### config.mk
export PLATFORM = sky130hd
export DESIGN_NAME = aads_queue
export DESIGN_NICKNAME = d
export VERILOG_FILES = /design/src/sv/aads_pkg.sv /design/src/sv/aads_queue.sv
export SDC_FILE = /design/constraint.sdc
export NUM_CORES = 1
export LEC_CHECK = 0
export BUFFER_PORTS_ARGS = -buffer_cell sky130_fd_sc_hd__clkbuf_2
export CORE_UTILIZATION = 45
export CTS_BUF_LIST = sky130_fd_sc_hd__clkbuf_4 sky130_fd_sc_hd__clkbuf_8
export DETAILED_ROUTE_END_ITERATION = 10
export PLACE_DENSITY = 0.7
export SKIP_CTS_REPAIR_TIMING = 1
export SYNTH_ARGS = -nofsm -noshare
export SYNTH_HDL_FRONTEND = slang
export SYNTH_SLANG_ARGS = --single-unit
### constraint.sdc
create_clock -name clk -period 17.4 [get_ports clk]
set_clock_uncertainty 0.15 [all_clocks]
set_input_delay 3.48 -clock clk [delete_from_list [all_inputs] [get_ports clk]]
set_output_delay 3.48 -clock clk [all_outputs]
set_load 0.03 [all_outputs]
### src/sv/aads_pkg.sv
// Shared types and constants of the area-average downscaler.
package aads_pkg;

    // Channel and field widths.
    localparam int PIX_W = 8;
    localparam int NUM_CH = 3;
    localparam int POS_W = 11;
    localparam int COL_W = 12;
    localparam int WT_W = 12;
    localparam int SPROD_W = 26;
    localparam int PROD_W = 32;
    localparam int DIV_STEPS = 10;
    localparam int DST_ROW_LIMIT = 2048;

    typedef logic [12:0] sdim_t;
    typedef logic [11:0] ddim_t;
    typedef logic [SPROD_W-1:0] sprod_t;
    typedef logic [2*WT_W-1:0] wprod_t;
    typedef logic [PROD_W-1:0] prod_t;

    // Register reset values.
    localparam sdim_t RST_SRC_WIDTH = 13'd2560;
    localparam sdim_t RST_SRC_HEIGHT = 13'd1920;
    localparam ddim_t RST_DST_WIDTH = 12'd1280;
    localparam ddim_t RST_DST_HEIGHT = 12'd960;

    // Configuration register indexes.
    typedef enum logic [1:0] {
        REG_SRC_WIDTH  = 2'd0,
        REG_SRC_HEIGHT = 2'd1,
        REG_DST_WIDTH  = 2'd2,
        REG_DST_HEIGHT = 2'd3
    } cfg_reg_t;

    // One classified source pixel, passed from the front to the back.
    typedef struct packed {
        logic [NUM_CH-1:0][PIX_W-1:0] pix;
        logic [WT_W-1:0] wx0;
        logic [WT_W-1:0] wx1;
        logic [WT_W-1:0] wy0;
        logic [WT_W-1:0] wy1;
        logic [COL_W-1:0] col;
        logic bank;
        logic emit;
        logic [POS_W-1:0] out_col;
        logic [POS_W-1:0] out_row;
        logic frame_last;
    } cmd_t;

    // Back-end sequencer states.
    typedef enum logic [3:0] {
        BK_CLEAR = 4'd0,
        BK_IDLE  = 4'd1,
        BK_RD0   = 4'd2,
        BK_MUL0  = 4'd3,
        BK_ADD0  = 4'd4,
        BK_RD1   = 4'd5,
        BK_MUL1  = 4'd6,
        BK_ADD1  = 4'd7,
        BK_DIV   = 4'd8,
        BK_OUT   = 4'd9
    } back_state_t;

endpackage

### src/sv/aads_queue.sv
// Two-entry command queue between the front and the back.
module aads_queue (
    input  logic clk,
    input  logic rst_n,
    input  logic push,
    input  aads_pkg::cmd_t push_data,
    input  logic pop,
    output aads_pkg::cmd_t pop_data,
    output logic full,
    output logic empty
);

    aads_pkg::cmd_t slot_reg [2];
    logic wr_ptr_reg, rd_ptr_reg;
    logic [1:0] count_reg;

    // Pointers and fill count.
    always_ff @(posedge clk or negedge rst_n)
    begin
        if (!rst_n)
        begin
            wr_ptr_reg <= 1'b0;
            rd_ptr_reg <= 1'b0;
            count_reg <= 2'd0;
        end
        else
        begin
            if (push)
                wr_ptr_reg <= ~wr_ptr_reg;
            if (pop)
                rd_ptr_reg <= ~rd_ptr_reg;
            if (push && !pop)
                count_reg <= count_reg + 2'd1;
            else if (pop && !push)
                count_reg <= count_reg - 2'd1;
        end
    end

    // Entry storage.
    always_ff @(posedge clk)
    begin
        if (push)
            slot_reg[wr_ptr_reg] <= push_data;
    end

    assign pop_data = slot_reg[rd_ptr_reg];
    assign full = count_reg == 2'd2;
    assign empty = count_reg == 2'd0;

endmodule

Word level (Yosys, flattened, before mapping)

Memories as Yosys holds them, arrays and structs flattened.
Cells that the tools add are included.

Memories kept: 1
Memory bits (read-only): 0
Register bits after elaboration: 4
RAM bits: 218
Bits in latches: 0
Bits of input ports: 113

Memories:

| memory   | words | bits a word | read ports | clocked after Yosys merged registers in | write ports | line             | text |
|---|---|---|---|---|---|---|---|
| slot_reg | 2     | 109         | 1          | 0                                       | 1           | aads_queue.sv:13 | `aads_pkg::cmd_t slot_reg [2];` |

Shift-type cells: 0
Div/mod/pow operators: 0
Reductions and logical operators: 6
Eq/ne operators: 1
Bitwise gates (word level): 2
$mul: 0
Mux-type cells: 4
Magnitude comparators: 0
$add $sub $neg: 2

Operator list:

| kind                  | count |
|---|---|
| $mux W2               | 2 |
| $add A2 B1 Y2 const B | 1 |
| $eq A2 B2 Y1 const B  | 1 |
| $logic_and A1 B1 Y1   | 2 |
| $logic_not A1 Y1      | 2 |
| $logic_not A2 Y1      | 1 |
| $mux W1               | 2 |
| $not A1 Y1            | 2 |
| $reduce_bool A2 Y1    | 1 |
| $sub A2 B1 Y2 const B | 1 |

Logic depth before layout (Yosys ltp)

Gate-level depths: netlist of the first run.

Depth in word-level cells: 4
Gate-level depth with buffers: 5
Depth with buffers taken out: 5

Least setup slack after synthesis of the first run

No wires, ideal clock.

Kind: in2reg
Start point: input push
End point: memory slot_reg[0][0] in the netlist's numbering, enable pin
Required time: 16659 ps
Library setup time: 591 ps
Setup slack: 8442 ps
Buffers on the path: 0
Stages on the path: 1
Data arrival time: 8217 ps
Path through: nor2b_1

Cells in the longest elaborated chain, start to end: 2

Ends and longest elaborated chain:

| what                          | line             | text |
|---|---|---|
| from (decl)                   | aads_queue.sv:5  | `input logic push,` |
| $mux W1                       | aads_queue.sv:42 | `if (push)` |
| $mux W1 (implied by the code) | aads_queue.sv:43 | `slot_reg[wr_ptr_reg] <= push_data;` |
| to (decl)                     | aads_queue.sv:13 |  |

No other way between the ends.

==> results of run 1 <==
==> area by class of cell <==
class,count,area [sq um]
clock buffer,57,672
multi-input combinational,120,1700
fill,1465,8150
clock inverter,6,25.0
sequential,222,6650
inverter,1,3.75
timing repair buffer,228,1150
tap,234,293
==> cells by family (layout without fill, tap and decap cells) <==
group / after synthesis / in the layout
buffers and inverters: 13 / 292
multiplexers: 109 / 109
AND/OR/NAND/NOR: 5 / 5
adder cells (fa/ha/maj): 1 / 1
XOR/XNOR: 5 / 5
flip-flops: 222 / 222
==> through the flow <==
| step | worst slack (ns) | cell area (sq um) | std cells | hold WS [ns] | power [mW] |
|---|---|---|---|---|---|
| after global placement | 11.75 | 9800 | 805 | 0.325 | 1.44 |
| after CTS | 11.15 | 10500 | 868 | 0.350 | 1.89 |
| after detailed placement | 11.71 | 9800 | 805 | 0.340 | 1.46 |
| after global routing | 11.07 | 10500 | 868 | 0.380 | 1.95 |
| final | 11.23 | 10500 | 868 | 0.352 | 1.87 |
| after floorplan | 8.44 | 8550 | 355 | 0.303 | 1.34 |
==> worst min-delay path by stage <==
stage                         to  slack [ns]  cells past startpoint
detailed placement  count_reg[1]        0.34                      1
finish              count_reg[1]        0.35                      1
CTS                 count_reg[1]        0.35                      1
floorplan             wr_ptr_reg        0.30                      1
global placement    count_reg[1]        0.32                      1
global route        count_reg[1]        0.38                      1
==> per-layer routing <==
metal | global-route usage | share of wire | vias up
li1 | - | - | 1921
met1 | 0.183 | 0.40 | 2028
met2 | 0.255 | 0.48 | 192
met3 | 0.0668 | 0.099 | 33
met4 | 0.0549 | 0.018 | 0
met5 | 0 | 0 | -
==> layout by cell type (no fill, tap or decap) <==
| cell type | n |
|---|---|
| sky130_fd_sc_hd__inv_1 | 1 |
| sky130_fd_sc_hd__clkbuf_2 | 223 |
| sky130_fd_sc_hd__mux2_2 | 9 |
| sky130_fd_sc_hd__clkinv_1 | 4 |
| sky130_fd_sc_hd__dfrtp_4 | 1 |
| sky130_fd_sc_hd__clkbuf_4 | 18 |
| sky130_fd_sc_hd__xnor2_1 | 1 |
| sky130_fd_sc_hd__dfrtp_1 | 3 |
| sky130_fd_sc_hd__nor2b_4 | 1 |
| sky130_fd_sc_hd__edfxtp_1 | 218 |
| sky130_fd_sc_hd__mux2_4 | 100 |
| sky130_fd_sc_hd__and2_4 | 1 |
| sky130_fd_sc_hd__ha_1 | 1 |
| sky130_fd_sc_hd__buf_4 | 5 |
| sky130_fd_sc_hd__nor2_1 | 2 |
| sky130_fd_sc_hd__xor2_1 | 4 |
| sky130_fd_sc_hd__nor2b_1 | 1 |
| sky130_fd_sc_hd__clkbuf_8 | 39 |
| sky130_fd_sc_hd__clkinv_2 | 2 |
==> worst max-delay path, cell delays in order, from the launching register on <==
cell and delay, ns:
sky130_fd_sc_hd__dfrtp_4 0.73, sky130_fd_sc_hd__buf_4 0.67, sky130_fd_sc_hd__mux2_2 0.42, sky130_fd_sc_hd__clkbuf_2 0.18
==> power by group through the flow <==
| stage | Clock (mW) | Combinational (mW) | Sequential, mW |
|---|---|---|---|
| floorplan | 0 | 0.588 | 0.755 |
| global placement | 0 | 0.684 | 0.761 |
| detailed placement | 0 | 0.691 | 0.767 |
| CTS | 0.445 | 0.692 | 0.757 |
| global route | 0.469 | 0.718 | 0.765 |
| finish | 0.430 | 0.683 | 0.755 |
==> results.md, run 1 <==
Routing:
- The length of the first detailed-routing pass in iterations is 4.
- The final routed DRC violation total is 0.
- The detail route stage leaves a number of antenna-violating nets equal to 0.
- The detailed router placed 4174 vias in this run.
- The final layout contains routed wiring with a total length of 15.3 mm.
- For this block, the initial DRC count from the detailed router was 187.
- The average wire per standard cell is 17.6 um.
- The via density per instance is 4.81.

Critical path:
- The capture point of the worst reg-to-reg path is slot_reg[1][11].
- The data required time of the worst path is 13.77 ns.
- Setup slack on the worst reg-to-reg path comes out at 15.01 ns.
- At the worst endpoint, the arrival time is 2.54 ns.
- Of all nets on the critical path, the largest fanout is 43.
- The critical path starts at rd_ptr_reg.
- The worst setup path category is reg2out.
- The last element of the critical path is pop_data[104].
- The worst register-to-register path begins at wr_ptr_reg.
- The count of cells along the worst register-to-register path is 2.
- The startpoint type of the worst setup path is a flip-flop.
- The worst setup path is captured at an output port.

Clocking:
- TritonCTS built the clock tree.
- The root buffer cell is sky130_fd_sc_hd__clkbuf_8.
- The number of sinks handled by clock tree synthesis is 222.
- The clock passes through at most 3 buffers.
- The later-pin clock latency in the skew report is 0.50 ns.
- The H-tree generated during clock tree synthesis spans 2 levels.
- Clock tree synthesis inserted a total of 37 buffers.
- The clock slew seen by the registers of the worst setup and hold paths is 0.06 ns.

Place:
- During placement, the flow inserted port buffers numbering 223.
- At the end of routability-driven placement, the weighted congestion stood at 0.703.
- The HPWL after detailed placement is 10.1 mm.

Cells and area:
- The net count of the finished layout is 724.
- The ratio of cells with drive above 1 in the final layout is 0.629.
- 0 antenna diodes ended up in the layout.
- The area growth from synthesis to layout is 22.7%.
- For this run, the share of the core covered by cells in the final layout is 0.563.
- The flip-flop count of the largest register after layout is 218.

Hold path:
- The worst hold path begins at count_reg[1].
- The classification of the worst-slack hold path is reg2reg.

Floorplanning:
- The core area is 18600 sq um.
- For this design the top-level I/O count stands at 224.
- The initial utilization of the core area, before any placement, comes to 0.459.
- The floorplan step set the die width to 140 um.
- From bottom edge to top edge, the die measures 140 um.
- After floorplanning, the core was divided into 50 placement rows.
- The die covers 19600 sq um.

Global route:
- The first global-routing pass estimated 23.4 mm of wire.
- The number of antenna violations at the first check in global routing was 1.
- Entering global routing, the biggest net connects 66 pins.
- The number of global-route vias before repair is 4455.
- The all-layer global routing usage is 0.156.
- For this run the aggregate overflow at the end of global routing stands at 0.

Power and ir drop:
- For this design the total switching power over the nets is 0.646 mW.
- In this run the static leakage power is 4.33 nW.
- The worst-case IR drop observed on VDD is 0.0831 mV.
- The share of power burned in combinational logic is 0.366.
- Of the total power, the share spent switching nets is 0.346.
- The power density normalized to cell area is 178 nW/um^2.
- Of the total power, the clock network draws 0.230.
- The share of total power dissipated in sequential elements is 0.404.
- The internal portion of the total power is 1.22 mW.

Timing:
- The achievable frequency is 162 MHz.
- The worst pin sits at a relative slew slack of 0.416.
- Summed over all failing endpoints, the final setup total negative slack is 0 ns.
- Subtracting the final worst setup slack from the clock period gives 6.17 ns.
- Setup repair after global routing left no endpoint under its margin.
- In the finished design, the share of the clock period the worst path needs comes to 0.355.
- Setup violations remaining at the end of the flow were counted as 0.
- The hold violation count in the final report came to 0.
- The slew at the pin closest to its max-slew limit is 0.877 ns.
- The total count of max-transition violations in the final report is 0.

Synthesis:
- For this run, the leading register cell type out of synthesis is sky130_fd_sc_hd__edfxtp_1.
- The largest area contributor in the synthesized netlist is sky130_fd_sc_hd__edfxtp_1.
- After synthesis, the cell types taking the most area are sky130_fd_sc_hd__edfxtp_1 77%, sky130_fd_sc_hd__mux2_4 18%, sky130_fd_sc_hd__buf_12 2.3%.
- The average instance area after synthesis is 24.1 sq um.
- Of the total synthesized cell area, the portion taken by full adders, half adders and majority gates is 0.00146.
- For this run, asynchronously set or reset flops after synthesis account for 0.0180.
- Synthesis handed over a netlist of 355 instances.
- The synthesized-area fraction occupied by ao, oa, aoi and oai cells is 0.
- In this run, distinct cell masters in the synthesized netlist total 14.
- The portion of synthesized cell area occupied by the leading cell type is 0.765.
- The number of synthesized flops with an enable pin is 218.
- The count of yosys warnings during synthesis is 0.
- After synthesis, the largest family of logic cells by area is multiplexers.
- By instance count, the leading cell after synthesis is sky130_fd_sc_hd__edfxtp_1.
- The post-synthesis share of cell area spent on and, or, nand and nor gates is 0.00307.
- The share of the Yosys chip area taken by registers is 0.777.
- The cell area after synthesis is 8550 sq um.
- Counting every net in the synthesized netlist gives 469.
- Of the total synthesized cell area, the portion taken by XOR and XNOR cells is 0.00512.
- The flip-flop and latch count after synthesis is 222.
- The mux contribution to synthesized area is 0.187.
- The commonest cells after synthesis are 218 x sky130_fd_sc_hd__edfxtp_1, 100 x sky130_fd_sc_hd__mux2_4, 10 x sky130_fd_sc_hd__buf_12.

Outcome:
- The flow ran to the end, and the final reports show no timing, DRC or antenna violations.

Flow run:
- The count of max-cap constraint violations is 0.
Note: power is estimated with default switching activity, not from simulation.
==> run 2, diff against run 1 <==
--- a/config.mk
+++ b/config.mk
@@ -5,11 +5,12 @@
 export SDC_FILE = /design/constraint.sdc
 export NUM_CORES = 1
 export LEC_CHECK = 0
+export ABC_AREA = 1
 export BUFFER_PORTS_ARGS = -buffer_cell sky130_fd_sc_hd__clkbuf_2
 export CORE_UTILIZATION = 45
 export CTS_BUF_LIST = sky130_fd_sc_hd__clkbuf_4 sky130_fd_sc_hd__clkbuf_8
 export DETAILED_ROUTE_END_ITERATION = 10
-export PLACE_DENSITY = 0.7
+export PLACE_DENSITY = 0.72
 export SKIP_CTS_REPAIR_TIMING = 1
 export SYNTH_ARGS = -nofsm -noshare
 export SYNTH_HDL_FRONTEND = slang
==> constraint.sdc (replaced) <==
create_clock -name clk -period 5.38 [get_ports clk]
set_clock_uncertainty 0.15 [all_clocks]
set_input_delay 1.076 -clock clk [delete_from_list [all_inputs] [get_ports clk]]
set_output_delay 1.076 -clock clk [all_outputs]
set_load 0.03 [all_outputs]
==> results.md, run 2 <==
Synthesis:
- The count of yosys warnings during synthesis is 0.
- The average instance in the mapped netlist occupies 23.5 sq um.
- The netlist uses 15 different library cells.
- Of the total synthesized cell area, the portion taken by AND, OR, NAND and NOR gates is 0.00482.
- Of the total synthesized cell area, the portion taken by full adders, half adders and majority gates is 0.00146.
- By area, the combinational part of the netlist is dominated by multiplexers.
- The mapped netlist covers 8570 sq um.
- The number of synthesized flops with an enable pin is 218.
- The synthesized-area fraction occupied by ao, oa, aoi and oai cells is 0.
- The number of nets in the synthesized netlist is 478.
- In the synthesized netlist, the number of instances is 364.
- Measured against the total synthesized area, the mux share comes to 0.187.
- Of the total synthesized cell area, the portion taken by XOR and XNOR cells is 0.00307.
- The portion of synthesized cell area occupied by the leading cell type is 0.764.
- The largest area contributor in the synthesized netlist is sky130_fd_sc_hd__edfxtp_1.
- Yosys attributes the largest share of cell area to sky130_fd_sc_hd__edfxtp_1 76%, sky130_fd_sc_hd__mux2_4 18%, sky130_fd_sc_hd__buf_12 2.3%.
- The most common flop cell mapped by yosys is sky130_fd_sc_hd__edfxtp_1.
- Of the synthesized area, sequential elements account for 0.775.
- After synthesis the netlist holds a flip-flop and latch count of 222.
- The fraction of synthesis flops using an asynchronous set or reset pin is 0.0180.
- The cell with the most instances after synthesis is sky130_fd_sc_hd__edfxtp_1.
- The commonest cells after synthesis are 218 x sky130_fd_sc_hd__edfxtp_1, 100 x sky130_fd_sc_hd__mux2_4, 10 x sky130_fd_sc_hd__buf_12.

Critical path:
- In this run the critical register-to-register path is captured at slot_reg[0][23].
- The number of cells on the worst reg-to-reg path is 2.
- The last element of the critical path is pop_data[104].
- The startpoint type of the worst setup path is a flip-flop.
- For the worst setup path, the data required time is 4.15 ns.
- The startpoint identified for the worst register-to-register timing path is wr_ptr_reg.
- The kind of cell adding the most delay to the critical path is buffers and inverters.
- The maximum single-stage delay on the critical path is 0.70 ns.
- The worst setup path category is reg2out.
- Traced cell by cell, the critical path runs through buf_4 > mux2_2 > clkbuf_2.
- The worst setup path is captured at an output port.
- The top fanout value on the critical path is 52.
- The slowest stage cell on the critical path is sky130_fd_sc_hd__buf_4.
- The critical path depth is 3.
- The number of buffers and inverters on the critical path is 2.
- The worst setup path startpoint is rd_ptr_reg.
- The arrival time at the worst endpoint is 2.26 ns.
- The slack of the worst reg-to-reg path is 3.17 ns.

Global route:
- The first-pass GRT wire length is 23.3 mm.
- The all-layer global routing usage is 0.153.
- The number of global-route vias before repair came to 4641.
- The largest net degree at the start of global routing is 82.
- The number of antenna violations at the first check in global routing is 0.
- The total congestion overflow after global routing is 0.

Place:
- The weighted congestion reported at the end of routability-driven placement is 0.691.
- The HPWL after detailed placement is 9.65 mm.
- The count of buffers added on input and output ports is 223.
- In this run the cell area measured after placement is 9840 sq um.

Cells and area:
- The post-layout instance area is 10600 sq um.
- The library cell used most frequently in the layout, excluding fill and tap cells, is sky130_fd_sc_hd__clkbuf_2.
- The final net count is 734.
- Relative to the synthesized area, the layout overhead comes to 23.9%.
- The ratio of cells with drive above 1 in the final layout is 0.616.
- The flip-flop count of the largest register after layout is 218.
- The number of antenna diodes in the final layout is 0.
- In the layout the commonest cells are 223 x sky130_fd_sc_hd__clkbuf_2, 218 x sky130_fd_sc_hd__edfxtp_1, 100 x sky130_fd_sc_hd__mux2_4.

Power and ir drop:
- The power density normalized to cell area is 583 nW/um^2.
- The leakage power is 4.39 nW.
- The maximum resistive drop on vdd is 0.462 mV.
- The power after layout is 6.19 mW.

Timing:
- Setup violations remaining at the end of the flow were counted as 0.
- The share of the clock period used by the worst path is 0.648.
- For this run, the top clock speed supported by timing is 287 MHz.
- Setup repair after global routing left no endpoint under its margin.
- For the pin with the worst max-slew slack, the measured transition is 0.926 ns.
- The clock period minus final worst setup slack is 3.48 ns.
- The total count of max-transition violations in the final report came to 0.
- The setup TNS is 0 ns.
- The hold violation count in the final report is 0.
- The worst pin sits at a relative slew slack of 0.383.

Floorplanning:
- The vertical die dimension is 140 um.
- In this run the count of I/O pins placed on the die edge is 224.
- Row generation in the floorplan step produced 50 rows.
- The width of the die is 140 um.
- The core area is 18700 sq um.
- The die covers 19600 sq um.
- The effective utilization at floorplan is 0.458.

Hold path:
- The tightest min-delay check is of the in2async type.

Clocking:
- The clock passes through at most 3 buffers.
- The root buffer cell is sky130_fd_sc_hd__clkbuf_8.
- For the worst-skew pair, the clock arrives at the later sink with an insertion delay of 0.50 ns.
- The number of H-tree levels is 2.
- The clock tree from TritonCTS is done.
- The number of sinks handled by clock tree synthesis is 222.
- The number of clock buffers added by TritonCTS is 38.
- The clock slew seen by the registers of the worst setup and hold paths is 0.06 ns.

Routing:
- In the routed design, unresolved DRC markers number 0.
- The final layout contains routed wiring with a total length of 14.9 mm.
- The average wire per standard cell is 16.9 um.
- The detailed router finished its first iteration with 232 violations.
- The remaining antenna violation count after routing is 0.
- The via density per instance is 4.80.
- Before antenna repair, the detailed router went through 4 iterations.
- The number of vias after detailed routing is 4220.

Outcome:
- The run finished with clean final reports.

Flow run:
- The tool flagged a number of max-cap violations equal to 0.
[run 2: layer usage]
layer | GRT usage | vias to the layer above | share of wire
li1 | - | 1958 | -
met1 | 0.174 | 2087 | 0.40
met2 | 0.268 | 156 | 0.52
met3 | 0.0544 | 19 | 0.069
met4 | 0.0538 | 0 | 0.015
met5 | 0 | - | 0
[run 2: cells by family (layout without fill, tap and decap cells)]
group         after synthesis  in the layout
xor+xnor                    3              3
fa+ha+maj                   1              1
buf+inv                    19            301
flops                     222            222
mux                       109            109
simple gates               10             10
[run 2: report_power, final]
group | leakage [nW] | internal (mW) | total, mW | switching, mW
Sequential | 2.09 | 2.30 | 2.39 | 0.0902
Clock | 0.409 | 0.904 | 1.52 | 0.615
Combinational | 1.89 | 0.872 | 2.28 | 1.41
[run 2: layout make-up]
cell class                      instances  area [sq um]
Fill cell                            1407          8090
Sequential cell                       222          6650
Multi-Input combinational cell        123          1690
Timing Repair Buffer                  228          1180
Clock buffer                           55           682
Tap cell                              234           293
Clock inverter                         11          95.1
Inverter                                7          28.8
[run 2: worst min-delay path by stage]
stage          cells past startpoint    startpoint            to
2_1_floorplan                      2  count_reg[1]  count_reg[1]
3_3_place_gp                       2  count_reg[1]  count_reg[1]
3_5_place_dp                       2  count_reg[1]  count_reg[1]
4_1_cts                            1         rst_n    rd_ptr_reg
5_1_grt                            1         rst_n  count_reg[0]
6_report                           1         rst_n    wr_ptr_reg
[run 2: through the flow]
stage          instances   util  hold slack, ns  worst slack (ns)
3_5_place_dp         814  0.526           0.366              2.35
4_1_cts              880  0.568           0.181              1.81
3_3_place_gp         814  0.526           0.330              2.43
2_1_floorplan        364      -           0.313             0.869
6_report             880  0.568           0.227              1.90
5_1_grt              880  0.568           0.183              1.76
[run 2: worst reg2reg max path, cell delays in order, from the launching register on]
cell and delay (ns):
sky130_fd_sc_hd__dfrtp_1 0.44, sky130_fd_sc_hd__nor2_4 0.71, sky130_fd_sc_hd__buf_12 0.45
==> run 3, diff against run 2 <==
--- a/config.mk
+++ b/config.mk
@@ -5,12 +5,12 @@
 export SDC_FILE = /design/constraint.sdc
 export NUM_CORES = 1
 export LEC_CHECK = 0
-export ABC_AREA = 1
+export ABC_AREA = 0
 export BUFFER_PORTS_ARGS = -buffer_cell sky130_fd_sc_hd__clkbuf_2
 export CORE_UTILIZATION = 45
 export CTS_BUF_LIST = sky130_fd_sc_hd__clkbuf_4 sky130_fd_sc_hd__clkbuf_8
 export DETAILED_ROUTE_END_ITERATION = 10
-export PLACE_DENSITY = 0.72
+export PLACE_DENSITY = 0.7
 export SKIP_CTS_REPAIR_TIMING = 1
 export SYNTH_ARGS = -nofsm -noshare
 export SYNTH_HDL_FRONTEND = slang
==> constraint.sdc (replaced) <==
create_clock -name clk -period 3.55 [get_ports clk]
set_clock_uncertainty 0.15 [all_clocks]
set_input_delay 0.71 -clock clk [delete_from_list [all_inputs] [get_ports clk]]
set_output_delay 0.71 -clock clk [all_outputs]
set_load 0.03 [all_outputs]
==> results.md, run 3 (same netlist as run 1, synthesis figures left out) <==
Timing:
- The worst pin sits at a relative slew slack of 0.450.
- The total count of max-transition violations in the final report is 0.
- The slew at the pin closest to its max-slew limit is 0.826 ns.
- The clock period minus final worst setup slack is 2.78 ns.
- Static timing analysis puts the maximum clock frequency at 359 MHz.
- Setup repair after global routing left no endpoint under its margin.
- The worst hold slack after final layout is 0.252 ns.
- The share of the clock period used by the worst path is 0.784.
- The hold violation count in the final report is 0.
- The setup TNS is 0 ns.
- Setup slack closes at 0.767 ns.
- Setup violations remaining at the end of the flow were counted as 0.

Routing:
- The total met2 wirelength after detailed routing is 7.21 mm.
- The top layer reached by signal wires is met5.
- For this block, the routed nets add up to 14.4 mm of wire.
- The final routed DRC violation total is 0.
- The met1 wire length is 5.48 mm.
- Dividing the detail-routed via count by the number of cells gives 4.82.
- The remaining antenna violation count after routing is 0.
- The first TritonRoute pass finished after 4 iterations.
- The number of vias after detailed routing is 4175.
- After the first detailed-routing iteration, the DRC count stood at 152.
- After detailed routing, the met3 layer carries 1.27 mm of wire.
- In the final routed layout, each cell accounts on average for 16.6 um.

Critical path:
- The maximum single-stage delay on the critical path is 0.44 ns.
- The element type at the critical path end is an output port.
- Among all stages on the critical path, the largest delay is contributed by sky130_fd_sc_hd__dfrtp_4.
- The signal on the critical path passes through buf_12 > mux2_4 > clkbuf_2.
- The data required time of the worst path is 2.69 ns.
- The worst setup path category is reg2out.
- The top fanout value on the critical path is 62.
- The startpoint type of the worst setup path is a flip-flop.
- The arrival time at the worst endpoint is 1.92 ns.
- In this run the worst setup path begins at rd_ptr_reg.
- Across all register-to-register paths, the minimum setup slack is 1.62 ns.
- The startpoint identified for the worst register-to-register timing path is wr_ptr_reg.

Global route:
- The first-pass GRT wire length is 22.3 mm.
- For this run, the total global-route usage over all layers was measured as 0.147.
- Global routing finished with a remaining overflow of 0.
- The number of antenna violations at the first check in global routing is 1.
- The number of global-route vias before repair is 4533.
- The largest net degree at the start of global routing is 63.

Place:
- Including well taps, the total number of placed cells is 806.
- Port buffering added 223 buffers.
- The placement-stage worst setup slack is 1.20 ns.
- Summing all placed instances gives a cell area of 9840 sq um.
- The weighted congestion reported at the end of routability-driven placement is 0.697.
- Detailed placement finished with a half-perimeter wire length of 9.51 mm.

Floorplanning:
- The number of standard-cell rows in the floorplan is 50.
- The effective utilization at floorplan is 0.459.
- The vertical die dimension is 140 um.
- The total die area is 19600 sq um.
- The width of the die is 140 um.
- The region available for standard cell placement spans 18600 sq um.
- During I/O placement, the number of pins put on the boundary was 224.

Cells and area:
- Of the cells placed in the final design, the portion with a size suffix greater than 1 is 0.619.
- The finished cells cover 10500 sq um.
- In the final design database the tool counted 726 nets.
- The library cells used most frequently in the layout, excluding fill and tap cells, are 223 x sky130_fd_sc_hd__clkbuf_2, 218 x sky130_fd_sc_hd__edfxtp_1, 100 x sky130_fd_sc_hd__mux2_4.
- The register with the most flip-flops in the layout has 218 of them.
- The library cell used most frequently in the layout, excluding fill and tap cells, is sky130_fd_sc_hd__clkbuf_2.
- For this run, the share of the core covered by cells in the final layout is 0.563.
- The signed area change from the synthesized netlist to the final layout is 22.7%.
- Excluding fillers, the count of instances in the completed layout stands at 867.
- The number of fill cells in the layout is 1470.
- The number of antenna diodes in the final layout is 0.

Clocking:
- The number of buffers on the longest clock path is 3.
- The number of H-tree levels is 2.
- The later-pin clock latency in the skew report is 0.49 ns.
- The number of sinks handled by clock tree synthesis is 222.
- The clock tree from TritonCTS is done.
- The number of buffers added by the clock tree synthesis step is 37.
- The clock slew seen by the registers of the worst setup and hold paths is 0.06 ns.
- Clock tree synthesis selected as its root buffer the cell sky130_fd_sc_hd__clkbuf_8.

Outcome:
- The flow ran to the end, and the final reports show no timing, DRC or antenna violations.

Power and ir drop:
- The completed layout was analyzed and its total power is 9.06 mW.
- Summed over all cells, the static leakage comes to 4.32 nW.
- The maximum resistive drop on vdd is 0.850 mV.
- Dividing total power by cell area gives a power density of 863 nW/um^2.

Hold path:
- The startpoint identified for the worst hold timing path is push_data[78].
- The classification of the worst-slack hold path is in2reg.

Flow run:
- The tool flagged a number of max-cap violations equal to 0.
==> run 3: changes by cell type in the layout (fill, tap and decap cells not counted), sizes merged, moves of 2 or more <==
cell    before  now
bufinv       2    0
clkbuf     278  273
inv          7    1
nand2        5    0
nor2b        0    2
xor2         2    4
==> run 3: worst paths after layout <==
check | endpoint | cells after the start
setup / recovery | pop_data[34] | 3
hold / removal | slot_reg[0][78] | 1
setup reg to reg | slot_reg[1][10] | 2
hold reg to reg | count_reg[1] | 1
max in group asynchronous | rd_ptr_reg | 2
min in group asynchronous | wr_ptr_reg | 2
==> run 3: critical path: cells and delay by family, from the launching register on <==
family   cells  cell delay [ns]
mux          1             0.35
flops        1             0.44
buf+inv      2             0.56
==> run 3: layer usage <==
| layer | global-route usage | vias up |
|---|---|---|
| li1 | - | 1931 |
| met1 | 0.162 | 2025 |
| met2 | 0.253 | 182 |
| met3 | 0.0561 | 35 |
| met4 | 0.0654 | 2 |
| met5 | 0 | - |
==> run 3: area by class of cell <==
type	instances	area, sq um	area share
Tap cell	234	293	0.0279
Clock inverter	10	38.8	0.00370
Clock buffer	50	607	0.0578
Multi-Input combinational cell	120	1700	0.162
Inverter	1	3.75	0.000358
Timing Repair Buffer	230	1210	0.115
Sequential cell	222	6650	0.634
==> run 3: report_power, final <==
part / internal, mW / leakage, nW / total (mW) / switching [mW]
registers: 3.49 / 2.09 / 3.62 / 0.138
logic: 1.34 / 1.88 / 3.45 / 2.12
clock network: 1.09 / 0.344 / 1.99 / 0.892
