===== src/sv/aads_pkg.sv =====
// Shared types and constants of the area-average downscaler.
package aads_pkg;

    // Channel and field widths.
    localparam int PIX_W = 8;
    localparam int NUM_CH = 3;
    localparam int POS_W = 11;
    localparam int COL_W = 12;
    localparam int WT_W = 12;
    localparam int SPROD_W = 26;
    localparam int PROD_W = 32;
    localparam int DIV_STEPS = 10;
    localparam int DST_ROW_LIMIT = 2048;

    typedef logic [12:0] sdim_t;
    typedef logic [11:0] ddim_t;
    typedef logic [SPROD_W-1:0] sprod_t;
    typedef logic [2*WT_W-1:0] wprod_t;
    typedef logic [PROD_W-1:0] prod_t;

    // Register reset values.
    localparam sdim_t RST_SRC_WIDTH = 13'd2560;
    localparam sdim_t RST_SRC_HEIGHT = 13'd1920;
    localparam ddim_t RST_DST_WIDTH = 12'd1280;
    localparam ddim_t RST_DST_HEIGHT = 12'd960;

    // Configuration register indexes.
    typedef enum logic [1:0] {
        REG_SRC_WIDTH  = 2'd0,
        REG_SRC_HEIGHT = 2'd1,
        REG_DST_WIDTH  = 2'd2,
        REG_DST_HEIGHT = 2'd3
    } cfg_reg_t;

    // One classified source pixel, passed from the front to the back.
    typedef struct packed {
        logic [NUM_CH-1:0][PIX_W-1:0] pix;
        logic [WT_W-1:0] wx0;
        logic [WT_W-1:0] wx1;
        logic [WT_W-1:0] wy0;
        logic [WT_W-1:0] wy1;
        logic [COL_W-1:0] col;
        logic bank;
        logic emit;
        logic [POS_W-1:0] out_col;
        logic [POS_W-1:0] out_row;
        logic frame_last;
    } cmd_t;

    // Back-end sequencer states.
    typedef enum logic [3:0] {
        BK_CLEAR = 4'd0,
        BK_IDLE  = 4'd1,
        BK_RD0   = 4'd2,
        BK_MUL0  = 4'd3,
        BK_ADD0  = 4'd4,
        BK_RD1   = 4'd5,
        BK_MUL1  = 4'd6,
        BK_ADD1  = 4'd7,
        BK_DIV   = 4'd8,
        BK_OUT   = 4'd9
    } back_state_t;

endpackage


===== src/sv/aads_front.sv =====
// Front end: configuration registers, raster counters and pixel classification.
module aads_front #(
    parameter int MAX_DST_WIDTH = 2048,
    parameter int MAX_SRC_DIM = 4096
) (
    input  logic clk,
    input  logic rst_n,
    input  logic cfg_wr_en,
    input  aads_pkg::cfg_reg_t cfg_index,
    input  logic [12:0] cfg_data,
    input  logic pix_accept,
    input  logic [7:0] pix_red,
    input  logic [7:0] pix_green,
    input  logic [7:0] pix_blue,
    output aads_pkg::cmd_t cmd,
    output aads_pkg::sprod_t s_prod
);

    aads_pkg::sdim_t src_width_reg, src_height_reg;
    aads_pkg::ddim_t dst_width_reg, dst_height_reg;
    aads_pkg::sdim_t src_col_reg, src_col_next, src_row_reg, src_row_next;
    aads_pkg::sdim_t col_phase_reg, col_phase_next, row_phase_reg, row_phase_next;
    logic [aads_pkg::COL_W-1:0] dst_col_reg, dst_col_next;
    logic [aads_pkg::POS_W-1:0] dst_row_reg, dst_row_next;
    aads_pkg::sprod_t s_prod_reg;

    aads_pkg::sdim_t sw, sh;
    aads_pkg::ddim_t dw_c, dh_c, dw, dh;
    logic [13:0] xend, yend;
    logic col_done, row_done, row_end, frame_end;
    logic [aads_pkg::WT_W-1:0] wx0, wx1, wy0, wy1;

    // Clamp the programmed sizes to the supported ranges.
    always_comb
    begin
        if (src_width_reg == '0)
            sw = aads_pkg::sdim_t'(1);
        else if (32'(src_width_reg) > MAX_SRC_DIM)
            sw = aads_pkg::sdim_t'(MAX_SRC_DIM);
        else
            sw = src_width_reg;
        if (src_height_reg == '0)
            sh = aads_pkg::sdim_t'(1);
        else if (32'(src_height_reg) > MAX_SRC_DIM)
            sh = aads_pkg::sdim_t'(MAX_SRC_DIM);
        else
            sh = src_height_reg;
        if (dst_width_reg == '0)
            dw_c = aads_pkg::ddim_t'(1);
        else if (32'(dst_width_reg) > MAX_DST_WIDTH)
            dw_c = aads_pkg::ddim_t'(MAX_DST_WIDTH);
        else
            dw_c = dst_width_reg;
        if (dst_height_reg == '0)
            dh_c = aads_pkg::ddim_t'(1);
        else if (32'(dst_height_reg) > aads_pkg::DST_ROW_LIMIT)
            dh_c = aads_pkg::ddim_t'(aads_pkg::DST_ROW_LIMIT);
        else
            dh_c = dst_height_reg;
        dw = ({1'b0, dw_c} > sw) ? sw[11:0] : dw_c;
        dh = ({1'b0, dh_c} > sh) ? sh[11:0] : dh_c;
    end

    // Split the pixel's footprint between two destination columns and rows.
    always_comb
    begin
        xend = {1'b0, col_phase_reg} + 14'(dw);
        col_done = xend >= 14'(sw);
        wx0 = aads_pkg::WT_W'((col_done ? 14'(sw) : xend) - 14'(col_phase_reg));
        wx1 = (xend > 14'(sw)) ? aads_pkg::WT_W'(xend - 14'(sw)) : '0;
        yend = {1'b0, row_phase_reg} + 14'(dh);
        row_done = yend >= 14'(sh);
        wy0 = aads_pkg::WT_W'((row_done ? 14'(sh) : yend) - 14'(row_phase_reg));
        wy1 = (yend > 14'(sh)) ? aads_pkg::WT_W'(yend - 14'(sh)) : '0;
        row_end = (14'(src_col_reg) + 14'd1) >= 14'(sw);
        frame_end = row_end && ((14'(src_row_reg) + 14'd1) >= 14'(sh));
    end

    // Command for the back end.
    always_comb
    begin
        cmd.pix[0] = pix_red;
        cmd.pix[1] = pix_green;
        cmd.pix[2] = pix_blue;
        cmd.wx0 = wx0;
        cmd.wx1 = wx1;
        cmd.wy0 = wy0;
        cmd.wy1 = wy1;
        cmd.col = dst_col_reg;
        cmd.bank = dst_row_reg[0];
        cmd.emit = col_done && row_done;
        cmd.out_col = aads_pkg::POS_W'(dst_col_reg);
        cmd.out_row = dst_row_reg;
        cmd.frame_last = frame_end;
    end

    // Raster counters advance on every accepted transfer and restart on a configuration write.
    always_comb
    begin
        src_col_next = src_col_reg;
        src_row_next = src_row_reg;
        dst_col_next = dst_col_reg;
        dst_row_next = dst_row_reg;
        col_phase_next = col_phase_reg;
        row_phase_next = row_phase_reg;
        if (cfg_wr_en || (pix_accept && frame_end))
        begin
            src_col_next = '0;
            src_row_next = '0;
            dst_col_next = '0;
            dst_row_next = '0;
            col_phase_next = '0;
            row_phase_next = '0;
        end
        else if (pix_accept && row_end)
        begin
            src_col_next = '0;
            dst_col_next = '0;
            col_phase_next = '0;
            src_row_next = src_row_reg + 13'd1;
            if (row_done)
            begin
                dst_row_next = dst_row_reg + 11'd1;
                row_phase_next = 13'(yend - 14'(sh));
            end
            else
            begin
                row_phase_next = 13'(yend);
            end
        end
        else if (pix_accept)
        begin
            src_col_next = src_col_reg + 13'd1;
            if (col_done)
            begin
                dst_col_next = dst_col_reg + 12'd1;
                col_phase_next = 13'(xend - 14'(sw));
            end
            else
            begin
                col_phase_next = 13'(xend);
            end
        end
    end

    // Configuration registers and counters.
    always_ff @(posedge clk or negedge rst_n)
    begin
        if (!rst_n)
        begin
            src_width_reg <= aads_pkg::RST_SRC_WIDTH;
            src_height_reg <= aads_pkg::RST_SRC_HEIGHT;
            dst_width_reg <= aads_pkg::RST_DST_WIDTH;
            dst_height_reg <= aads_pkg::RST_DST_HEIGHT;
            src_col_reg <= '0;
            src_row_reg <= '0;
            dst_col_reg <= '0;
            dst_row_reg <= '0;
            col_phase_reg <= '0;
            row_phase_reg <= '0;
        end
        else
        begin
            if (cfg_wr_en)
            begin
                unique case (cfg_index)
                    aads_pkg::REG_SRC_WIDTH:  src_width_reg <= cfg_data;
                    aads_pkg::REG_SRC_HEIGHT: src_height_reg <= cfg_data;
                    aads_pkg::REG_DST_WIDTH:  dst_width_reg <= cfg_data[11:0];
                    aads_pkg::REG_DST_HEIGHT: dst_height_reg <= cfg_data[11:0];
                    default: ;
                endcase
            end
            src_col_reg <= src_col_next;
            src_row_reg <= src_row_next;
            dst_col_reg <= dst_col_next;
            dst_row_reg <= dst_row_next;
            col_phase_reg <= col_phase_next;
            row_phase_reg <= row_phase_next;
        end
    end

    // Source area, used as the divisor scale.
    always_ff @(posedge clk)
    begin
        s_prod_reg <= aads_pkg::sprod_t'(sw) * aads_pkg::sprod_t'(sh);
    end

    assign s_prod = s_prod_reg;

endmodule


===== config.mk =====
export PLATFORM = sky130hd
export DESIGN_NAME = aads_front
export DESIGN_NICKNAME = d
export VERILOG_FILES = /design/src/sv/aads_pkg.sv /design/src/sv/aads_front.sv
export SDC_FILE = /design/constraint.sdc
export NUM_CORES = 1
export LEC_CHECK = 0
export ABC_AREA = 1
export BUFFER_PORTS_ARGS = -buffer_cell sky130_fd_sc_hd__buf_2
export CAP_MARGIN = 10
export CORE_MARGIN = 2
export CORE_UTILIZATION = 45
export DETAILED_ROUTE_END_ITERATION = 10
export PLACE_DENSITY = 0.77
export SYNTH_ARGS = -nofsm -noshare
export SYNTH_HDL_FRONTEND = slang
export SYNTH_SLANG_ARGS = --single-unit

===== constraint.sdc =====
create_clock -name clk -period 8.8 [get_ports clk]
set_input_delay 1.32 -clock clk [delete_from_list [all_inputs] [get_ports clk]]
set_output_delay 1.32 -clock clk [all_outputs]
set_load 0.03 [all_outputs]

# Word level (Yosys, flattened, before mapping)
# Index checks and enable logic that the tools add are counted.
word_totals:
  regBits: 151
  out_inout_bits: 135
op_classes:
  n_addsub: 12
  mul: 1
  order_cmp: 12
  n_eq_ne: 3
  mux: 33
  n_reduce_logical: 20
op_table:
  columns: ["operator", "count"]
  rows:
  - ["two-way mux 13 bit", 16]
  - ["two-way mux 12 bit", 14]
  - ["greater-or-equal comparator 14 x 13 -> 1 bit", 4]
  - ["two-way mux 11 bit", 3]
  - ["adder 13 x 1 -> 14 bit (second input constant)", 2]
  - ["adder 13 x 12 -> 14 bit", 2]
  - ["greater-than comparator 14 x 13 -> 1 bit", 2]
  - ["adder 13 x 1 -> 13 bit (second input constant)", 2]
  - ["greater-than comparator 12 x 13 -> 1 bit", 2]
  - ["greater-than comparator 13 bit (second input constant)", 2]
  - ["logical NOT 13 bit", 2]
  - ["multiplier 13 x 13 -> 26 bit", 1]
  - ["subtractor 13 bit", 2]
  - ["greater-than comparator 12 bit (second input constant)", 2]
  - ["logical NOT 12 bit", 2]
  - ["subtractor 12 bit", 2]
  - ["adder 12 x 1 -> 12 bit (second input constant)", 1]
  - ["AND reduction 2 bit", 6]
  - ["adder 11 x 1 -> 11 bit (second input constant)", 1]
  - ["nonzero test 3 bit", 2]
  - ["equality test 2 bit (second input constant)", 2]
  - ["logical AND 1 bit", 4]
  - ["nonzero test 2 bit", 2]
  - ["equality test 2 x 1 -> 1 bit (second input constant)", 1]
  - ["other kinds (2)", 2]

# Longest topological paths before layout
# Gate-level depths: netlist of the first run.
depth:
  ltp_word: 11
  ltp_mapped: 52
  mapped_depth_nobuf: 49

# Least setup slack after synthesis of the first run
# No wires, ideal clock.
synth_timing:
  path_type: "register -> output"
  start: "reg src_height_reg[3]"
  end: "out cmd[59] (netlist bit)"
  t_arrival_ps: 7652
  required_ps: 7480
  path_slack_ps: -172
  stages_incl_launch_ff: 48
  path_buffers: 3
  path_cell_list: "dfrtp_1 > nor4_1 > nand3_1 > nand2_1 > inv_1 > nor2_1 > inv_1 > clkbuf_1 > ha_1 > inv_1 > o31ai_1 > a221oi_1 > nand2_1 > nand2_1 > clkbuf_1 > a21oi_1 > ha_1 > inv_1 > (+12 left out) > nand3_1 > nor2_4 > clkbuf_1 > nand2_1 > o21ai_0 > ha_1 > inv_1 > fa_1 > nand3_1 > nand2_1 > nand3_1 > nand2_1 > nand3_1 > nand2_1 > a21oi_1 > nor2_1 > nor2_1 > xor2_1"
synth_rtl:
  columns: ["element", "line", "text"]
  rows:
  - ["start: declaration", "aads_front.sv:19", "aads_pkg::sdim_t src_width_reg, src_height_reg;"]
  - ["start signal: assignment", "aads_front.sv:152", "src_height_reg <= aads_pkg::RST_SRC_HEIGHT;"]
  - ["start signal: assignment", "aads_front.sv:168", "aads_pkg::REG_SRC_HEIGHT: src_height_reg <= cfg_data;"]
  - ["end: declaration", "aads_front.sv:15", "output aads_pkg::cmd_t cmd,"]

==> parameters.txt, run 1 <==
Parameter                              Value

Layout
  Antenna Cells ... 0
  Footprint of the flip-flops and latches ... 0.00366 mm²
  Area of the multi-input gates ... 0.0134 mm²
  Synth-to-layout area growth ... 20.4%
  Number of flip-flops in the largest register ... 26
  Final core utilization ... 0.547
  Proportion of layout cells with a drive suffix above 1 ... 0.217
  Number of nets at the end of the flow ... 3003
  # fillers ... 3621
  Final standard cell area without fillers ... 0.0216 mm²

Clocking
  Clock tree from TritonCTS ... yes
  Buffer type at the clock tree root ... sky130_fd_sc_hd__clkbuf_16
  Clock-pin slew on the worst setup and hold paths ... 80 ps
  Max H-tree Level ... 4
  Num CTS Buffers ... 17
  Maximum clock insertion buffer count ... 2
  Clock latency reported for the late side of the worst-skew pair ... 470 ps
  Number of clock sinks seen by CTS ... 151

Worst setup path
  Arrival time at the worst endpoint ... 7440 ps
  Kind of end point of the critical path ... primary output
  Most frequent CP cell ... sky130_fd_sc_hd__nand2_2
  Slowest stage cell, crit path ... sky130_fd_sc_hd__or4_4
  Path depth of the worst reg2reg path ... 29
  Reg2reg setup slack ... 1980 ps
  Worst R2R End ... s_prod[23]
  Worst path max stage delay ... 510 ps
  Biggest fanout along the worst timing path ... 7
  Startpoint types ... flip-flop
  Number of buffer and inverter instances along the worst setup path ... 7
  Kind of critical path ... flip-flop to primary output
  Worst EP required ... 7480 ps
  CP delay by family, top ... simple AND/OR/NAND/NOR gates
  Launch instance of the worst register-to-register path ... src_height_reg[3]

Synthesis
  Post-synth net total ... 2813
  Syn Inst Count ... 2448
  Syn Area/Cell ... 7.34 µm²
  Warning count from the yosys run ... 0
  Fraction of post-synthesis cell area in the top cell type by area ... 0.157
  Flops & latches, synth ... 151
  Most instantiated cells after synthesis ... sky130_fd_sc_hd__nand2_1, sky130_fd_sc_hd__inv_1, sky130_fd_sc_hd__nor2_1
  Number of enable flip-flop cells after synthesis ... 0
  Top_reg_cell synth ... sky130_fd_sc_hd__dfrtp_1
  Part of the Yosys area used for sequential elements ... 0.204
  Cell taking the most area after synthesis ... sky130_fd_sc_hd__dfrtp_1
  Cell area after technology mapping ... 0.0180 mm²
  Most repeated cell in the gate-level netlist after synthesis ... sky130_fd_sc_hd__nand2_1
  Cell types occupying the most area after synthesis ... sky130_fd_sc_hd__dfrtp_1, sky130_fd_sc_hd__fa_1, sky130_fd_sc_hd__ha_1
  Number of library cell types mapped by synthesis ... 55
  Async set-reset flop share out of synthesis ... 0.828

Floorplan
  Die area ... 0.0416 mm²
  Floorplan die height ... 204 µm
  CORE AREA ... 0.0395 mm²
  Boundary pin count ... 178
  FP Rows ... 73
  Die X-Extent ... 204 µm
  Starting Density ... 0.455

Timing
  F_max ... 0.114 GHz
  Tightest slew margin relative to the limit ... 0.304
  Worst clock skew ... 15.3 ps
  Worst setup slack after layout ... 44.1 ps
  Final Max Slew Viols ... 0
  Worst-margin pin slew ... 1040 ps
  Final Hold Violating Endpoints ... 0
  Sum of negative setup slack ... 0 ps
  RSZ-0062 raised after global routing ... true
  Final setup viols ... 0
  Ratio of final minimum period to clock period ... 0.995
  Post-layout min period ... 8760 ps

Drt
  Number of optimization iterations in the first detailed-route pass ... 6
  Number of nets with antenna violations after detailed routing ... 0
  Remaining DRCs ... 0
  Mean number of vias per cell ... 5.50
  Vias after detailed routing ... 17500
  Final wirelength ... 56800 µm
  Per-cell routed wire length ... 17.9 µm
  Iteration-0 DRC Markers ... 1347

Global route
  Total global routing track utilization ... 0.265
  Wire length of the first global-routing pass ... 86600 µm
  Largest net degree at the start of global routing ... 79
  Number of antenna violations at the first check in global routing ... 0
  Via count of the first global-routing pass ... 17000
  Remaining global-route overflow ... 0

Placed design
  Post-placement worst setup slack ... 30.3 ps
  Placed inst area ... 0.0193 mm²
  Hpwl dp ... 42500 µm
  Routability-driven placement congestion ratio ... 0.968
  Port Buffer Count ... 129

Worst hold path
  Hold Path Class ... flip-flop to flip-flop
  Worst hold stages ... 2
  End point of the worst hold path ... src_width_reg[2]
  Start point of the worst min-delay path ... src_width_reg[2]

Job
  Number of maximum-capacitance constraint violations ... 0

Status
  Status ... finished, final reports clean
-- final cells by class --
type                       count  area share
clock buffer                  17      0.0197
clock inverter                15     0.00919
inverter                     421      0.0738
multi-input combinational   1783       0.617
sequential                   151       0.169
tap                          525      0.0304
timing repair buffer         264      0.0803
-- per-stage QoR --
step	hold slack (ps)	cells
global placement	468	3079
CTS	495	3135
floorplan	453	2448
detailed placement	475	3079
global route	520	3176
finish	492	3176
-- what timing repair did --
item	CTS	global route
cloned	1	5
buffers inserted	23	36
hold endpoints to repair	0	0
endpoints found under the setup margin	10	18
hold buffers	0	0
pin swaps	36	103
gates resized for setup	52	237
-- worst reg2reg max path: cells and delay by family, from the launching register on --
| family | cells | cell delay [ps] |
|---|---|---|
| adders and majority gates | 6 | 2950 |
| and+or+nand+nor | 12 | 1470 |
| buffers and inverters | 8 | 1000 |
| AOI/OAI and AO/OA | 2 | 730 |
| DFF | 1 | 420 |
| xor gates and xnor gates | 1 | 140 |
-- worst max-delay path by stage --
stage                                 start  endpoint  slack, ps  cells after the start
after global routing      src_height_reg[3]   cmd[59]       -480                     49
after floorplan           src_height_reg[3]   cmd[59]         30                     47
after detailed placement  dst_height_reg[4]   cmd[59]         30                     47
final                     src_height_reg[3]   cmd[59]         40                     44
after global placement    dst_height_reg[4]   cmd[59]        210                     45
after CTS                  src_width_reg[8]   cmd[83]          9                     49
-- cells by family (layout without fill, tap and decap cells) --
kind of cell / after synthesis / in the layout / synth area share
adders and majority gates: 322 / 322 / 0.277
and+or+nand+nor: 1043 / 1044 / 0.250
AOI/OAI and AO/OA: 309 / 310 / 0.0974
DFF: 151 / 151 / 0.204
buffers and inverters: 516 / 717 / 0.120
xor gates and xnor gates: 107 / 107 / 0.0521
-- layer usage --
metal  GRT usage  part of all wire  vias up
li1            -                 -     8124
met1       0.328              0.39     8421
met2       0.447              0.48      726
met3      0.0450             0.071      210
met4       0.129             0.052        0
met5           0                 0        -
-- cells in the final DEF (no fill, tap or decap), types with 15 or more instances in the layout --
| cell | Yosys | final |
|---|---|---|
| sky130_fd_sc_hd__nor3_1 | 22 | 16 |
| sky130_fd_sc_hd__ha_4 | 0 | 36 |
| sky130_fd_sc_hd__nor2_1 | 225 | 192 |
| sky130_fd_sc_hd__inv_2 | 6 | 23 |
| sky130_fd_sc_hd__o22ai_1 | 15 | 15 |
| sky130_fd_sc_hd__o21ai_0 | 114 | 101 |
| sky130_fd_sc_hd__o21ai_1 | 9 | 15 |
| sky130_fd_sc_hd__nand3_1 | 132 | 119 |
| sky130_fd_sc_hd__nand2_1 | 561 | 527 |
| sky130_fd_sc_hd__fa_1 | 127 | 123 |
| sky130_fd_sc_hd__nor2_2 | 2 | 23 |
| sky130_fd_sc_hd__a21oi_2 | 1 | 27 |
| sky130_fd_sc_hd__a21oi_1 | 107 | 79 |
| sky130_fd_sc_hd__dfrtp_1 | 113 | 112 |
| sky130_fd_sc_hd__nand3_2 | 2 | 16 |
| sky130_fd_sc_hd__clkbuf_16 | 0 | 17 |
| sky130_fd_sc_hd__dfxtp_1 | 26 | 26 |
| sky130_fd_sc_hd__buf_4 | 41 | 124 |
| sky130_fd_sc_hd__buf_2 | 11 | 125 |
| sky130_fd_sc_hd__nand2_2 | 9 | 40 |
| sky130_fd_sc_hd__xor2_1 | 79 | 72 |
| sky130_fd_sc_hd__xnor2_1 | 28 | 25 |
| sky130_fd_sc_hd__ha_1 | 195 | 152 |
| sky130_fd_sc_hd__nand4_1 | 42 | 42 |
| sky130_fd_sc_hd__inv_1 | 410 | 390 |
Power of run 1 is not shown: default switching activity piles up to over one toggle a cycle in this logic, so the estimate is an artifact.
==> run 2: changes to the inputs <==
MAX_ROUTING_LAYER = met4   (was unset)
PLACE_DENSITY = 0.74   (was 0.77)
clock period = 9.9 ns   (was 8.8 ns; I/O delays follow)
==> run 2 against run 1 <==
Net effect:
- routed wire length shrank 5.1%
- critical path type unchanged
- first-iteration DRC count is 6.6% lower
- critical path depth is 3 lower
- final area down 6.9%
- global-route usage up 0.30 points
- highest routed layer unchanged
- clock skew about the same
- hold slack improved by 1.8 ps
- die area unchanged
- register-to-register slack gained 1100 ps
==> parameters.txt, run 2 (synthesis results as in run 1) <==
Parameter                              Value

Layout
  # fillers ... 3851 (was 3621)
  Proportion of layout cells with a drive suffix above 1 ... 0.131 (was 0.217)
  Synth-to-layout area growth ... 12.1% (was 20.4%)
  Antenna Cells ... 0 (unchanged)
  Number of nets at the end of the flow ... 2941 (was 3003)
  Most frequent cells in the layout ... sky130_fd_sc_hd__nand2_1, sky130_fd_sc_hd__inv_1, sky130_fd_sc_hd__nor2_1 (unchanged)
  Number of flip-flops in the largest register ... 26 (unchanged)
  Leading cell type in the layout, fill and taps excluded ... sky130_fd_sc_hd__nand2_1 (unchanged)
  Non-filler instance count after layout ... 3114 (was 3176)

Floorplan
  Die area ... 0.0416 mm² (unchanged)
  FP Rows ... 73 (unchanged)
  Die X-Extent ... 204 µm (unchanged)
  CORE AREA ... 0.0395 mm² (unchanged)
  Starting Density ... 0.455 (unchanged)
  Floorplan die height ... 204 µm (unchanged)
  Boundary pin count ... 178 (unchanged)

Clocking
  Maximum clock insertion buffer count ... 2 (unchanged)
  Buffer type at the clock tree root ... sky130_fd_sc_hd__clkbuf_16 (unchanged)
  Max H-tree Level ... 4 (unchanged)
  Num CTS Buffers ... 17 (unchanged)
  Count of hold buffers inserted by post-cts repair ... 0 (unchanged)
  Clock tree from TritonCTS ... yes (unchanged)
  Clock-pin slew on the worst setup and hold paths ... 80 ps (about the same)
  Clock latency reported for the late side of the worst-skew pair ... 470 ps (about the same)
  Number of clock sinks seen by CTS ... 151 (unchanged)

Global route
  Number of antenna violations at the first check in global routing ... 0 (unchanged)
  Remaining global-route overflow ... 0 (unchanged)
  Total global routing track utilization ... 0.268 (was 0.265)
  Via count of the first global-routing pass ... 16400 (was 17000)
  Largest net degree at the start of global routing ... 73 (was 79)
  Wire length of the first global-routing pass ... 84600 µm (was 86600 µm)

Worst hold path
  Hold Path Class ... flip-flop to flip-flop (unchanged)

Placed design
  Routability-driven placement congestion ratio ... 0.959 (was 0.968)
  # placed instances ... 3049 (was 3079)
  Post-placement worst setup slack ... 251 ps (was 30.3 ps)
  Port Buffer Count ... 129 (unchanged)
  Hpwl dp ... 42600 µm (was 42500 µm)

Job
  Number of maximum-capacitance constraint violations ... 0 (unchanged)

Worst setup path
  Arrival time at the worst endpoint ... 7900 ps (was 7440 ps)
  Biggest fanout along the worst timing path ... 8 (was 7)
  Kind of critical path ... flip-flop to primary output (unchanged)
  Reg2reg setup slack ... 3100 ps (was 1980 ps)
  Kind of end point of the critical path ... primary output (unchanged)
  Worst path max stage delay ... 470 ps (was 510 ps)
  Startpoint types ... flip-flop (unchanged)
  Slowest stage cell, crit path ... sky130_fd_sc_hd__or4_1 (was sky130_fd_sc_hd__or4_4)
  Most frequent CP cell ... sky130_fd_sc_hd__inv_1 (was sky130_fd_sc_hd__nand2_2)
  Worst EP required ... 8420 ps (was 7480 ps)

Drt
  Mean number of vias per cell ... 5.42 (was 5.50)
  Number of optimization iterations in the first detailed-route pass ... 6 (unchanged)
  Vias after detailed routing ... 16900 (was 17500)
  Iteration-0 DRC Markers ... 1258 (was 1347)
  Number of nets with antenna violations after detailed routing ... 0 (unchanged)
  Final wirelength ... 53900 µm (was 56800 µm)
  Remaining DRCs ... 0 (unchanged)
  Per-cell routed wire length ... 17.3 µm (was 17.9 µm)

Timing
  F_max ... 0.107 GHz
  Worst-margin pin slew ... 1050 ps (was 1040 ps)
  Worst setup slack after layout ... 517 ps (was 44.1 ps)
  Sum of negative setup slack ... 0 ps (unchanged)
  Final Max Slew Viols ... 0 (unchanged)
  Final Hold Violating Endpoints ... 0 (unchanged)
  Worst clock skew ... 15.0 ps (was 15.3 ps)
  Tightest slew margin relative to the limit ... 0.297 (was 0.304)
  Ratio of final minimum period to clock period ... 0.948
  Post-layout min period ... 9380 ps
  Final setup viols ... 0 (unchanged)

Status
  Status ... finished, final reports clean (unchanged)
-- run 2: changes by cell type in the layout (fill, tap and decap cells not counted), sizes merged --
cell,delta
a21boi,-1
buf,-63
clkbuf,+3
clkinv,-6
clkinvlp,+1
inv,+4
nand3,-1
o21ai,+1
-- run 2: per-layer routing --
layer | share of wire | global-route usage | wire length, µm | up-vias
li1 | - | - | - | 8028
met1 | 0.42 | 0.326 | 22400 | 8074
met2 | 0.49 | 0.445 | 26200 | 614
met3 | 0.062 | 0.0430 | 3340 | 173
met4 | 0.037 | 0.104 | 2020 | 0
met5 | 0 | - | 0 | -
-- run 2: final timing paths --
kind,start,end,cells past startpoint
max,src_height_reg[5],cmd[60],41
min,src_width_reg[2],src_width_reg[2],2
max reg2reg,src_height_reg[5],s_prod[23],29
min reg2reg,src_width_reg[2],src_width_reg[2],2
max in group asynchronous,rst_n,src_row_reg[11],2
min in group asynchronous,rst_n,dst_col_reg[7],1
-- run 2: per-stage QoR --
stage,hold WS (ps),area [µm²],util
CTS,492,19600,0.497
global route,505,20200,0.510
detailed placement,473,19000,0.481
floorplan,453,18000,-
global placement,471,19000,0.481
finish,494,20200,0.510
-- run 2: final cells by class --
cell class | instances | area (µm²) | area share
Multi-Input combinational cell | 1782 | 12400 | 0.616
Clock inverter | 14 | 149 | 0.00739
Sequential cell | 151 | 3660 | 0.182
Inverter | 421 | 1580 | 0.0786
Clock buffer | 18 | 439 | 0.0218
Timing Repair Buffer | 203 | 1240 | 0.0615
Tap cell | 525 | 657 | 0.0326
-- run 2: what timing repair did --
action                                  4_1_cts  5_1_grt
endpoints found under the hold margin         0        0
cloned                                        0        2
endpoints found under the setup margin        5       17
resized for setup                             8       55
pin swaps                                     0       23
buffers inserted                              0       31
-- run 2: worst max-delay path, delay by kind of cell (launching register included) --
kind	cells	cell delay, ps
compound gates	6	930
xor+xnor	3	500
fa+ha+maj	5	1460
buf+inv	9	1170
flops	1	400
simple gates	18	2980
Power of run 2 is left out for the same reason.
==> run 3: changes to the inputs <==
CORE_MARGIN = unset   (was 2)
==> run 3 against run 2 <==
Net effect:
- sequential share of layout area barely moved
- first-iteration DRC count rose by 9.5%
- register-to-register slack improved by 240 ps
- routed wire length rose by 1.1%
- clock-buffer cell count did not move
- die area fell by 2.0%
- maximum frequency fell by 1.0%
- non-clock buffer count fell by 2
==> parameters.txt, run 3 (synthesis results as in run 1) <==
Parameter                              Value

Global route
  Number of antenna violations at the first check in global routing ... 1 (was 0)
  Largest net degree at the start of global routing ... 69 (was 73)
  Via count of the first global-routing pass ... 16400 (about the same)
  Remaining global-route overflow ... 0 (unchanged)
  Total global routing track utilization ... 0.276 (was 0.268)
  Wire length of the first global-routing pass ... 85900 µm (was 84600 µm)

Drt
  Final wirelength ... 54500 µm (was 53900 µm)
  Iteration-0 DRC Markers ... 1377 (was 1258)
  Vias after detailed routing ... 16900 (about the same)
  Mean number of vias per cell ... 5.43 (was 5.42)
  Number of optimization iterations in the first detailed-route pass ... 6 (unchanged)
  Per-cell routed wire length ... 17.5 µm (was 17.3 µm)
  Number of nets with antenna violations after detailed routing ... 0 (unchanged)
  Remaining DRCs ... 0 (unchanged)

Placed design
  Hpwl dp ... 42300 µm (was 42600 µm)
  Post-placement worst setup slack ... 198 ps (was 251 ps)
  Port Buffer Count ... 129 (unchanged)
  Routability-driven placement congestion ratio ... 0.977 (was 0.959)

Worst setup path
  Worst R2R End ... s_prod[23] (unchanged)
  Crit path launch ... src_height_reg[5] (unchanged)
  Path depth of the worst reg2reg path ... 28 (was 29)
  Kind of end point of the critical path ... primary output (unchanged)
  Startpoint types ... flip-flop (unchanged)
  Arrival time at the worst endpoint ... 7990 ps (was 7900 ps)
  Slowest stage cell, crit path ... sky130_fd_sc_hd__dfrtp_1 (was sky130_fd_sc_hd__or4_1)
  CP delay by family, top ... simple AND/OR/NAND/NOR gates (unchanged)
  Number of buffer and inverter instances along the worst setup path ... 6 (was 9)
  Kind of critical path ... flip-flop to primary output (unchanged)
  Launch instance of the worst register-to-register path ... src_height_reg[5] (unchanged)
  Worst EP required ... 8420 ps (about the same)
  Biggest fanout along the worst timing path ... 18 (was 8)
  Reg2reg setup slack ... 3340 ps (was 3100 ps)
  Worst path max stage delay ... 430 ps (was 470 ps)

Layout
  Number of nets at the end of the flow ... 2942 (was 2941)
  Final core utilization ... 0.516 (was 0.510)
  Proportion of layout cells with a drive suffix above 1 ... 0.130 (was 0.131)
  Leading cell type in the layout, fill and taps excluded ... sky130_fd_sc_hd__nand2_1 (unchanged)
  Synth-to-layout area growth ... 11.9% (was 12.1%)
  Most frequent cells in the layout ... sky130_fd_sc_hd__nand2_1, sky130_fd_sc_hd__inv_1, sky130_fd_sc_hd__nor2_1 (unchanged)
  Number of flip-flops in the largest register ... 26 (unchanged)

Worst hold path
  Start point of the worst min-delay path ... dst_width_reg[5] (was src_width_reg[2])
  End point of the worst hold path ... dst_width_reg[5] (was src_width_reg[2])
  Hold Path Class ... flip-flop to flip-flop (unchanged)
  Worst hold stages ... 2 (unchanged)

Clocking
  Clock latency reported for the late side of the worst-skew pair ... 470 ps (about the same)
  Buffer type at the clock tree root ... sky130_fd_sc_hd__clkbuf_16 (unchanged)
  Num CTS Buffers ... 17 (unchanged)
  Max H-tree Level ... 4 (unchanged)
  Number of clock sinks seen by CTS ... 151 (unchanged)
  Maximum clock insertion buffer count ... 2 (unchanged)
  Clock-pin slew on the worst setup and hold paths ... 70 ps (was 80 ps)
  Clock tree from TritonCTS ... yes (unchanged)

Floorplan
  Die area ... 0.0407 mm² (was 0.0416 mm²)
  CORE AREA ... 0.0390 mm² (was 0.0395 mm²)
  Floorplan die height ... 202 µm (was 204 µm)
  Boundary pin count ... 178 (unchanged)
  Starting Density ... 0.461 (was 0.455)
  FP Rows ... 72 (was 73)
  Die X-Extent ... 202 µm (was 204 µm)

Timing
  Tightest slew margin relative to the limit ... 0.253 (was 0.297)
  Final setup viols ... 0 (unchanged)
  Post-layout min period ... 9480 ps (was 9380 ps)
  Final Max Slew Viols ... 0 (unchanged)
  Final Hold Violating Endpoints ... 0 (unchanged)
  Worst-margin pin slew ... 1120 ps (was 1050 ps)
  Worst hold margin ... 489 ps (was 494 ps)
  Worst clock skew ... 12.6 ps (was 15.0 ps)
  RSZ-0062 raised after global routing ... true
  Ratio of final minimum period to clock period ... 0.958 (was 0.948)
  F_max ... 0.105 GHz (was 0.107 GHz)
  Sum of negative setup slack ... 0 ps (unchanged)
  Worst setup slack after layout ... 420 ps (was 517 ps)

Status
  Status ... finished, final reports clean (unchanged)

Job
  Number of maximum-capacitance constraint violations ... 0 (unchanged)
[run 3: repair_timing]
| item | CTS | global route |
|---|---|---|
| cloned | 1 | 3 |
| hold buffers | 0 | 0 |
| setup endpoints to repair | 8 | 18 |
| resized for setup | 7 | 54 |
| setup buffers | 0 | 29 |
| pin swaps | 2 | 22 |
[run 3: final cells by class]
type / instances / area [µm²]
clock inverters: 14 / 149
well taps: 518 / 648
multi-input cells: 1785 / 12400
repair buffers: 201 / 1200
inverters: 421 / 1580
clock buffers: 18 / 439
fillers: 3758 / 18900
flip-flops and latches: 151 / 3660
diodes: 1 / 2.50
[run 3: worst register-to-register path: cells and delay by family (launching register included)]
family                     cells  cell delay (ps)
AOI/OAI and AO/OA              2              530
xor gates and xnor gates       1              140
adders and majority gates      6             2940
buffers and inverters          7              920
DFF                            1              430
and+or+nand+nor               12             1540
[run 3: stage by stage]
stage,instances,area (µm²)
floorplan,2448,18000
finish,3109,20100
CTS,3076,19600
detailed placement,3043,19000
global placement,3043,19000
global route,3109,20100
[run 3: worst max path at each step]
stage | end | slack [ps] | depth (start not counted)
2_1_floorplan | cmd[59] | 760 | 47
4_1_cts | cmd[84] | 10 | 47
3_5_place_dp | cmd[84] | 200 | 47
3_3_place_gp | cmd[84] | 360 | 47
6_report | cmd[60] | 420 | 40
5_1_grt | cmd[60] | -120 | 42
[run 3: layer usage]
| layer | track usage | up-vias | wire length (µm) |
|---|---|---|---|
| li1 | - | 7999 | - |
| met1 | 0.347 | 8044 | 22800 |
| met2 | 0.441 | 691 | 25800 |
| met3 | 0.0440 | 142 | 3820 |
| met4 | 0.113 | 0 | 2090 |
| met5 | - | - | 0 |
Power of run 3 is left out for the same reason.
